===== src/design/iap_pkg.sv =====
package iap_pkg;

  // Fixed field widths of the request, result and register.
  localparam int SLOT_W   = 16;
  localparam int GRANT_W  = 10;
  localparam int LIMIT_W  = 11;
  localparam int STATUS_W = 2;

  // Register value after reset.
  localparam logic [LIMIT_W-1:0] LIMIT_RESET = 11'd1024;

  // Request operation codes.
  localparam logic FUNC_ALLOC = 1'b0;
  localparam logic FUNC_FREE  = 1'b1;

  // Result status codes.
  typedef enum logic [STATUS_W-1:0] {
    ST_OK        = 2'd0,
    ST_EXHAUSTED = 2'd1,
    ST_RANGE     = 2'd2,
    ST_FULL      = 2'd3
  } status_t;

  // Controls for the free stack.
  typedef struct packed {
    logic rd;
    logic push;
    logic pop;
  } stack_ctrl_t;

  // Controls for the live mark table.
  typedef struct packed {
    logic rd;
    logic wr;
    logic wr_val;
  } live_ctrl_t;

endpackage


===== src/design/iap_live_table.sv =====
module iap_live_table #(
  parameter int DEPTH = 1024,
  parameter int AW    = $clog2(DEPTH)
) (
  input  logic               clk,
  input  logic               rst,
  input  iap_pkg::live_ctrl_t ctrl,
  input  logic [AW-1:0]      rd_addr,
  input  logic [AW-1:0]      wr_addr,
  output logic               rd_data,
  output logic               ready
);
  import iap_pkg::*;

  logic          mem [DEPTH];
  logic          clearing;
  logic [AW-1:0] clr_ptr;

  assign ready = ~clearing;

  // After reset, sweep the table once to clear every live mark.
  always_ff @(posedge clk) begin
    if (rst) begin
      clearing <= 1'b1;
      clr_ptr  <= '0;
    end else if (clearing) begin
      clr_ptr <= clr_ptr + AW'(1);
      if (clr_ptr == AW'(DEPTH - 1)) begin
        clearing <= 1'b0;
      end
    end
  end

  // Single write port shared by the sweep and normal updates.
  always_ff @(posedge clk) begin
    if (clearing) begin
      mem[clr_ptr] <= 1'b0;
    end else if (ctrl.wr) begin
      mem[wr_addr] <= ctrl.wr_val;
    end
    if (ctrl.rd) begin
      rd_data <= mem[rd_addr];
    end
  end

endmodule


===== config.mk =====
export PLATFORM = sky130hd
export DESIGN_NAME = iap_live_table
export DESIGN_NICKNAME = d
export VERILOG_FILES = /design/src/design/iap_pkg.sv /design/src/design/iap_live_table.sv
export SDC_FILE = /design/constraint.sdc
export NUM_CORES = 1
export LEC_CHECK = 0
export BUFFER_PORTS_ARGS = -buffer_cell sky130_fd_sc_hd__buf_4
export CAP_MARGIN = 30
export CORE_ASPECT_RATIO = 1.2
export CORE_UTILIZATION = 40
export DETAILED_ROUTE_END_ITERATION = 16
export GPL_ROUTABILITY_DRIVEN = 0
export PLACE_DENSITY = 0.62
export SLEW_MARGIN = 20
export SYNTH_ARGS = -nofsm -noshare
export SYNTH_HDL_FRONTEND = slang
export SYNTH_SLANG_ARGS = --single-unit

===== constraint.sdc =====
create_clock -name clk -period 16.1 [get_ports clk]
set_clock_uncertainty 0.15 [all_clocks]
set_input_delay 0.805 -clock clk [delete_from_list [all_inputs] [get_ports clk]]
set_output_delay 0.805 -clock clk [all_outputs]
set_load 0.01 [all_outputs]

-- After elaboration in Yosys (flattened, before gate mapping)
Memory sizes are Yosys's and may differ from the RTL's. A register that Yosys moved wholly into a read port is not among the register bits.
Index checks and enable logic that the tools add are counted.
- bits of input ports: 25
- word-level logic and storage cells: 17
- register bits after elaboration: 11
- memory bits (writable): 1024
- memories: 1
- output and inout port bits: 2
- memory list (memory ; words ; width ; rd ports ; clocked after memory_dff ; wr ports ; RTL line ; RTL):
    mem ; 1024 ; 1 ; 1 ; 1 ; 1 ; iap_live_table.sv:15 ; logic mem [DEPTH];
- equality and inequality tests: 1
- mux-type cells: 10
- reduce and logical (&&, ||, !) cells: 1
- add/sub/neg operators: 1
- bitwise operators: 1
- operator list (kind ; number):
    10-bit by 1-bit adder with 10-bit output, second input constant ; 1
    10-bit equality test, second input constant ; 1
    10-bit 2-to-1 mux ; 1
    1-bit 2-to-1 mux ; 9
    1-bit inverter ; 1
    1-bit OR reduction ; 1

-- Depth between registers and ports, before layout
Gate-level depths: netlist of the first run.
- depth after elaboration: 5
- depth in mapped cells: 14
- depth with buffers taken out: 8

-- Worst setup path before layout of the first run
Ideal clock, no wire load.
- path type: in2reg
- start point: in ctrl[1] (netlist bit)
- end point: mem mem[0] (data pin)
- setup time: 2891 ps
- stages on the path: 4
- data required time: 13059 ps
- path buffers: 2
- path slack: -1144 ps
- arrival time: 14203 ps
- cells stage by stage: nor2b_1 -> buf_2 -> buf_2 -> and2_1
- longest elaborated chain between the ends: 5
- RTL lines (element ; RTL line ; RTL):
    start, declared ; iap_live_table.sv:7 ; input iap_pkg::live_ctrl_t ctrl,
    1-bit 2-to-1 mux ; iap_live_table.sv:38 ; end else if (ctrl.wr) begin
    1-bit 2-to-1 mux ; iap_live_table.sv:36 ; if (clearing) begin
    1-bit 2-to-1 mux (not written as such) ; iap_live_table.sv:39 ; mem[wr_addr] <= ctrl.wr_val;
    1-bit OR reduction (no line) ; -- ;
    1-bit 2-to-1 mux (no line) ; -- ;
    end, declared ; iap_live_table.sv:15 ;
Every way passes these cells.

==> results of run 1 <==
worst paths after layout:
check                                        startpoint                 endpoint  slack [ns]
worst max-delay path                         rd_addr[0]        rd_data$_DFFE_PP_       11.13
worst min-delay path                                rst  clr_ptr[4]$_SDFFE_PP0P_        0.22
worst max register to register      clearing$_SDFF_PP1_       mem[366]$_DFFE_PP_       12.27
worst min register to register  clr_ptr[8]$_SDFFE_PP0P_  clr_ptr[8]$_SDFFE_PP0P_        0.37
metal layers:
metal  global-route usage (%)  vias up
met3                     3.06      232
met5                        0        -
met1                     29.1    14300
li1                         -    11600
met2                     38.1     1150
met4                     7.77        4
cells by family after synthesis:
kind of cell             synth area share (%)
AO/OA/AOI/OAI                            3.28
XOR/XNOR                                0.135
adder cells (fa/ha/maj)                0.0276
buffers and inverters                    3.30
flip-flops                               68.4
multiplexers                             13.4
AND/OR/NAND/NOR                          11.4
cells in the final DEF, fill, tap and decap left out, types with 16 or more instances in the layout:
cell type  Yosys  routed
edfxtp_1    1025    1025
nand2b_1      18      18
o21ai_0       19      19
nand2_1      126     105
clkinv_2       0      22
a21oi_1       36      36
nor3_1        21      20
mux2i_1      109     109
a22oi_1       35      35
nor2_1      1058    1058
buf_4         11      76
o221ai_1      29      29
clkbuf_16      0      99
mux4_2       202     202
mux4_1        16      16
buf_8          4      27
clkinv_1       1      18
clkbuf_1     208      28
o22ai_1       20      20
registers in the layout, summed over array words and instances (netlist names):
signal    count
rd_data       1
mem        1024
clr_ptr      10
clearing      1
layout make-up:
class	count	area (um2)
clock buffer	127	2580
clock inverter	55	556
fill	9950	61500
inverter	10	37.5
multi-input combinational	1853	13000
sequential	1036	31000
tap	1496	1870
timing repair buffer	115	1260
stage by stage:
step                      total power [mW]  cells
after floorplan                       3.13   3195
after global placement                3.22   4475
after detailed placement              3.22   4507
after CTS                             5.49   4689
after global routing                  5.60   4692
final                                 5.47   4692
where the power goes:
part / switching, mW / internal (mW) / total (mW)
Clock: 1.02 / 1.30 / 2.31
Combinational: 0.154 / 0.0859 / 0.240
Sequential: 0.00165 / 2.92 / 2.92
Total: 1.17 / 4.30 / 5.47
worst max-delay path, stage by stage:
cell       delay (ns)
buf_8            0.47
buf_4            0.60
buf_4            0.81
mux4_1           0.63
and2_0           0.16
a2111oi_0        0.41
nor3_1           0.10
a211oi_1         0.61
or4_1            0.21
o41a_1           0.14
o2111ai_1        0.10
==> flow_metrics.env, run 1 <==
export IMPL_outcome="finished clean"
export IMPL_yosys_most_used_dff="edfxtp_1"
export IMPL_crit_arrival_ns=5.23
export IMPL_timing_setup_tns_ns=0
export IMPL_numPortBuffers=26
export IMPL_drt_antenna_net_count=0
export IMPL_clock_path_buffers=3
export IMPL_core_rowCount=134
export IMPL_global_route_overflow_total=0
export IMPL_worstPathRequired_ns=16.36
export IMPL_grt_start_max_net_pins=295
export IMPL_cts_htree_levels=3
export IMPL_nNetsFinal=3140
export IMPL_wl_met1_um=49700
export IMPL_drt_drc_violations_left=0
export IMPL_synthesis_yosys_warnings=0
export IMPL_die_width_um=309
export IMPL_synth_cell_area_um2=45300
export IMPL_synth_net_count=3221
export IMPL_cts_tree="yes"
export IMPL_clock_pin_slew_of_the_registers_on_the_worst_case_setup_and_hold_paths_ns=0.07
export IMPL_ys_top_cells_by_count="nor2_1, edfxtp_1, clkbuf_1, mux4_2, nand2_1"
export IMPL_power_density_cell_area_nw_per_um2=109
export IMPL_finalHoldWorstSlack_ns=0.223
export IMPL_synth_top_cells_by_area="edfxtp_1, mux4_2, nor2_1, mux2i_1, clkbuf_1"
export IMPL_post_cts_hold_buffers=0
export IMPL_final_min_clock_period_ns=4.97
export IMPL_cts_buffers=98
export IMPL_power_leakage_nw=16.1
export IMPL_core_region_area_um2=112000
export IMPL_finalHoldViolations=0
export IMPL_worstSetupEndpointType="flip-flop"
export IMPL_yosys_register_bits=1036
export IMPL_synth_top_area_cell="edfxtp_1"
export IMPL_ratio_of_cells_with_drive_above_1_in_the_final_layout_pct=15.8
export IMPL_post_place_ws_ns=10.41
export IMPL_post_route_cell_area_um2=50300
export IMPL_yosys_cell_types_count=63
export IMPL_critical_path_max_fanout=58
export IMPL_cap_violations=0
export IMPL_clkSinkCount=1036
export IMPL_detailroute_wirelength_met2_um=63600
export IMPL_hold_depth=2
export IMPL_postSynthAreaPerCell_um2=14.2
export IMPL_grt_antenna_before_repair=2
export IMPL_synthMostInstantiatedCell="nor2_1"
export IMPL_final_period_utilization_pct=30.8
export IMPL_insertedDiodeCount=0
export IMPL_timing_final_setup_violations=0
export IMPL_drt_wl_total_um=128000
export IMPL_overall_global_routing_resource_usage_pct=22.3
export IMPL_grt_pass1_wl_um=184000
export IMPL_clock_tree_root_cell="clkbuf_16"
export IMPL_initial_utilization_pct=40.5
export IMPL_route_met3_wl_um=9790
export IMPL_area_delta_synth_final_pct=11.1
export IMPL_setup_repair_after_global_routing_missed_its_margin="no"
export IMPL_final_critical_path_setup_slack_ns=11.13
export IMPL_worstSkewPairLatency_ns=0.69
export IMPL_synth_cells=3195
export IMPL_yosysTopAreaCellShare_pct=67.9
export IMPL_die_height_um=371
export IMPL_irDropWorstVdd_uv=92.2
export IMPL_cts_repair_resized=0
export IMPL_detailedRoute_firstIterationViolations=3432
export IMPL_drt_first_pass_iters=5
export IMPL_layout_core_utilization_pct=45.0
export IMPL_async_flop_share_pct=0
export IMPL_routed_top_layer="met5"
export IMPL_setup_worst_path_class="in -> reg"
export IMPL_synth_sequential_area_ratio_pct=68.4
export IMPL_slew_violations=0
export IMPL_vias_in_the_first_global_route=27200
export IMPL_wire_per_inst_um=27.2
export IMPL_routed_via_density=5.81
export IMPL_maxClockFrequency_ghz=0.201
export IMPL_post_cts_setup_bufs=0
export IMPL_die_area_um2=115000
export IMPL_max_slew_worst_pin_slew_ns=1.22
export IMPL_holdCritPathClass="in -> reg"
export IMPL_cp_start_kind="primary input"
export IMPL_synth_edff_count=1025
export IMPL_dr_total_vias=27300
export IMPL_io_pin_count=27
export IMPL_dpl_hpwl_um=64600
export IMPL_timing_slew_headroom_pct=18.8
export IMPL_dpl_instance_area_um2=47100
export IMPL_worst_r2r_path_depth=8
Power figures use the tool's default switching activity.
==> inputs of run 2 (changes only) <==
--- a/config.mk
+++ b/config.mk
@@ -11,7 +11,7 @@
 export CORE_UTILIZATION = 40
 export DETAILED_ROUTE_END_ITERATION = 16
 export GPL_ROUTABILITY_DRIVEN = 0
-export PLACE_DENSITY = 0.62
+export PLACE_DENSITY = 0.6
 export SLEW_MARGIN = 20
 export SYNTH_ARGS = -nofsm -noshare
 export SYNTH_HDL_FRONTEND = slang
==> constraint.sdc (replaced) <==
create_clock -name clk -period 4.85 [get_ports clk]
set_clock_uncertainty 0.15 [all_clocks]
set_input_delay 0.2425 -clock clk [delete_from_list [all_inputs] [get_ports clk]]
set_output_delay 0.2425 -clock clk [all_outputs]
set_load 0.01 [all_outputs]
==> run 2 against run 1 <==
Cell count increased by 1.3%. Largest cell class unchanged. Die area unchanged. Clock-buffer cell count grew 3. Hold slack worse by 0.18 ns. Combinational power grew to 3.5 times the previous value. Final area increased by 0.53%. Via count up 1.6%. Flip-flop and latch count unchanged. Core utilization increased by 0.24 points. Routed wire length rose by 2.9%.
==> flow_metrics.env, run 2 (synthesis results as in run 1) <==
export IMPL_clock_tree_root_cell="clkbuf_16"
export IMPL_cap_violations=0
export IMPL_worst_path_buf_inv=5
export IMPL_worstSkewPairLatency_ns=0.71
export IMPL_numPortBuffers=26
export IMPL_crit_arrival_ns=4.24
export IMPL_cts_tree="yes"
export IMPL_initial_utilization_pct=40.5
export IMPL_timing_critical_path_cells="inv_1 -> nand2_1 -> buf_4 -> nand3_1 -> o31ai_1 -> dlygate4sd3_1 -> buf_4 -> and2_1 -> nand2_2 -> buf_4 -> nor2_1"
export IMPL_ratio_of_cells_with_drive_above_1_in_the_final_layout_pct=17.0
export IMPL_grt_antenna_before_repair=0
export IMPL_hold_path_endpoint="mem[810]$_DFFE_PP_"
export IMPL_critPathMaxStageDelay_ns=0.57
export IMPL_setup_repair_after_global_routing_missed_its_margin="no"
export IMPL_crit_path_top_delay_cell="dlygate4sd3_1"
export IMPL_wire_per_inst_um=27.6
export IMPL_worst_r2r_path_depth=11
export IMPL_filler_cell_count=9943
export IMPL_cell_internal_pwr_mw=14.1
export IMPL_cts_htree_levels=3
export IMPL_die_height_um=371
export IMPL_drt_drc_violations_left=0
export IMPL_maxClockFrequency_ghz=0.251
export IMPL_core_region_area_um2=112000
export IMPL_min_delay_start="wr_addr[1]"
export IMPL_reg_largest_list="mem x1024, clr_ptr x10"
export IMPL_irDropWorstVdd_uv=284
export IMPL_io_pin_count=27
export IMPL_dpl_hpwl_um=73700
export IMPL_nNetsFinal=3205
export IMPL_seqPwrFrac_pct=53.7
export IMPL_final_min_clock_period_ns=3.98
export IMPL_routed_via_density=5.83
export IMPL_timing_slew_headroom_pct=31.4
export IMPL_die_width_um=309
export IMPL_slew_violations=0
export IMPL_final_common_cell="nor2_1"
export IMPL_worstSetupStartpoint="clearing$_SDFF_PP1_"
export IMPL_cp_common_cell="buf_4"
export IMPL_post_cts_setup_bufs=0
export IMPL_drt_antenna_net_count=0
export IMPL_clock_power_share_pct=41.7
export IMPL_detailedRoute_firstIterationViolations=3227
export IMPL_max_flop_register="mem"
export IMPL_drt_first_pass_iters=5
export IMPL_grt_start_max_net_pins=168
export IMPL_drt_wl_total_um=131000
export IMPL_core_rowCount=134
export IMPL_cp_start_kind="flip-flop"
export IMPL_critical_path_reg2reg_endpoint="mem[112]$_DFFE_PP_"
export IMPL_area_delta_synth_final_pct=11.7
export IMPL_global_route_overflow_total=0
export IMPL_post_route_cell_area_um2=50600
export IMPL_overall_global_routing_resource_usage_pct=23.1
export IMPL_multi_input_comb_area_um2=12900
export IMPL_die_area_um2=115000
export IMPL_outcome="finished clean"
export IMPL_vias_in_the_first_global_route=27500
export IMPL_largest_register_ffs=1024
export IMPL_path_delay_family="buffers and inverters"
export IMPL_finalHoldWorstSlack_ns=0.0433
export IMPL_area_taken_by_flip_flops_and_latches_um2=31000
export IMPL_cts_buffers=100
export IMPL_power_density_cell_area_nw_per_um2=357
export IMPL_timing_setup_tns_ns=0
export IMPL_regToRegStartpoint="clearing$_SDFF_PP1_"
export IMPL_max_slew_worst_pin_slew_ns=1.03
export IMPL_switching_share_pct=21.6
export IMPL_clock_pin_slew_of_the_registers_on_the_worst_case_setup_and_hold_paths_ns=0.06
export IMPL_worstPathRequired_ns=5.11
export IMPL_timing_final_setup_violations=0
export IMPL_dr_total_vias=27700
export IMPL_net_switching_power_mw=3.91
export IMPL_layout_core_utilization_pct=45.2
export IMPL_grt_pass1_wl_um=190000
export IMPL_most_common_layout_cells="nor2_1, edfxtp_1, mux4_2, buf_4, mux2i_1"
export IMPL_worstSetupEndpointType="flip-flop"
export IMPL_power_leakage_nw=16.2
export IMPL_setup_worst_path_class="reg -> reg"
export IMPL_finalHoldViolations=0
export IMPL_critical_path_max_fanout=16
export IMPL_holdCritPathClass="in -> reg"
export IMPL_clkSinkCount=1036
export IMPL_worst_r2r_setup_slack_ns=0.87
export IMPL_clock_path_buffers=3
export IMPL_hold_depth=4
export IMPL_dpl_instance_area_um2=47500
export IMPL_comb_power_share_pct=4.6
export IMPL_final_period_utilization_pct=82.1
==> run 2: final cells by class <==
type	count	share of cell area [%]
Multi-Input combinational cell	1853	25.6
Tap cell	1496	3.70
Clock buffer	130	5.29
Inverter	10	0.0742
Timing Repair Buffer	178	3.31
Sequential cell	1036	61.3
Clock inverter	50	0.762
Antenna cell	1	0.00495
==> run 2: timing repair <==
| item | CTS | global route |
|---|---|---|
| resized for setup | 0 | 0 |
| endpoints found under the hold margin | 16 | 0 |
| hold buffers | 5 | 0 |
==> run 2: worst max-delay path by stage <==
stage | to | cells past startpoint
floorplan | mem[0]$_DFFE_PP_ | 5
global placement | rd_data$_DFFE_PP_ | 9
detailed placement | rd_data$_DFFE_PP_ | 9
CTS | mem[368]$_DFFE_PP_ | 11
global route | mem[596]$_DFFE_PP_ | 11
finish | mem[112]$_DFFE_PP_ | 11
==> run 2: power by group through the flow <==
stage          logic (mW)  registers [mW]  clock network (mW)
2_1_floorplan       0.521            9.88                   0
3_3_place_gp        0.825            9.89                   0
3_5_place_dp        0.827            9.89                   0
4_1_cts             0.834            9.69                7.62
5_1_grt             0.867            9.69                7.93
6_report            0.834            9.69                7.52
==> run 2: worst reg2reg max path: stages (launching register included) <==
cell	delay, ns
dfxtp_1	0.52
inv_1	0.11
nand2_1	0.23
buf_4	0.23
nand3_1	0.09
o31ai_1	0.06
dlygate4sd3_1	0.57
buf_4	0.18
and2_1	0.30
nand2_2	0.54
buf_4	0.50
nor2_1	0.19
==> run 2: stage by stage <==
stage	setup slack [ns]	power (mW)	std cells
5_1_grt	0.663	18.5	4753
3_5_place_dp	0.928	10.7	4567
2_1_floorplan	-0.969	10.4	3195
3_3_place_gp	0.936	10.7	4562
4_1_cts	0.914	18.1	4752
6_report	0.870	18.1	4754
==> run 2: metal layers <==
| layer | routed length, um | GRT usage (%) |
|---|---|---|
| met3 | 11100 | 3.67 |
| met4 | 4640 | 8.69 |
| met1 | 51300 | 30.6 |
| met2 | 64300 | 38.3 |
| met5 | 0 | 0 |
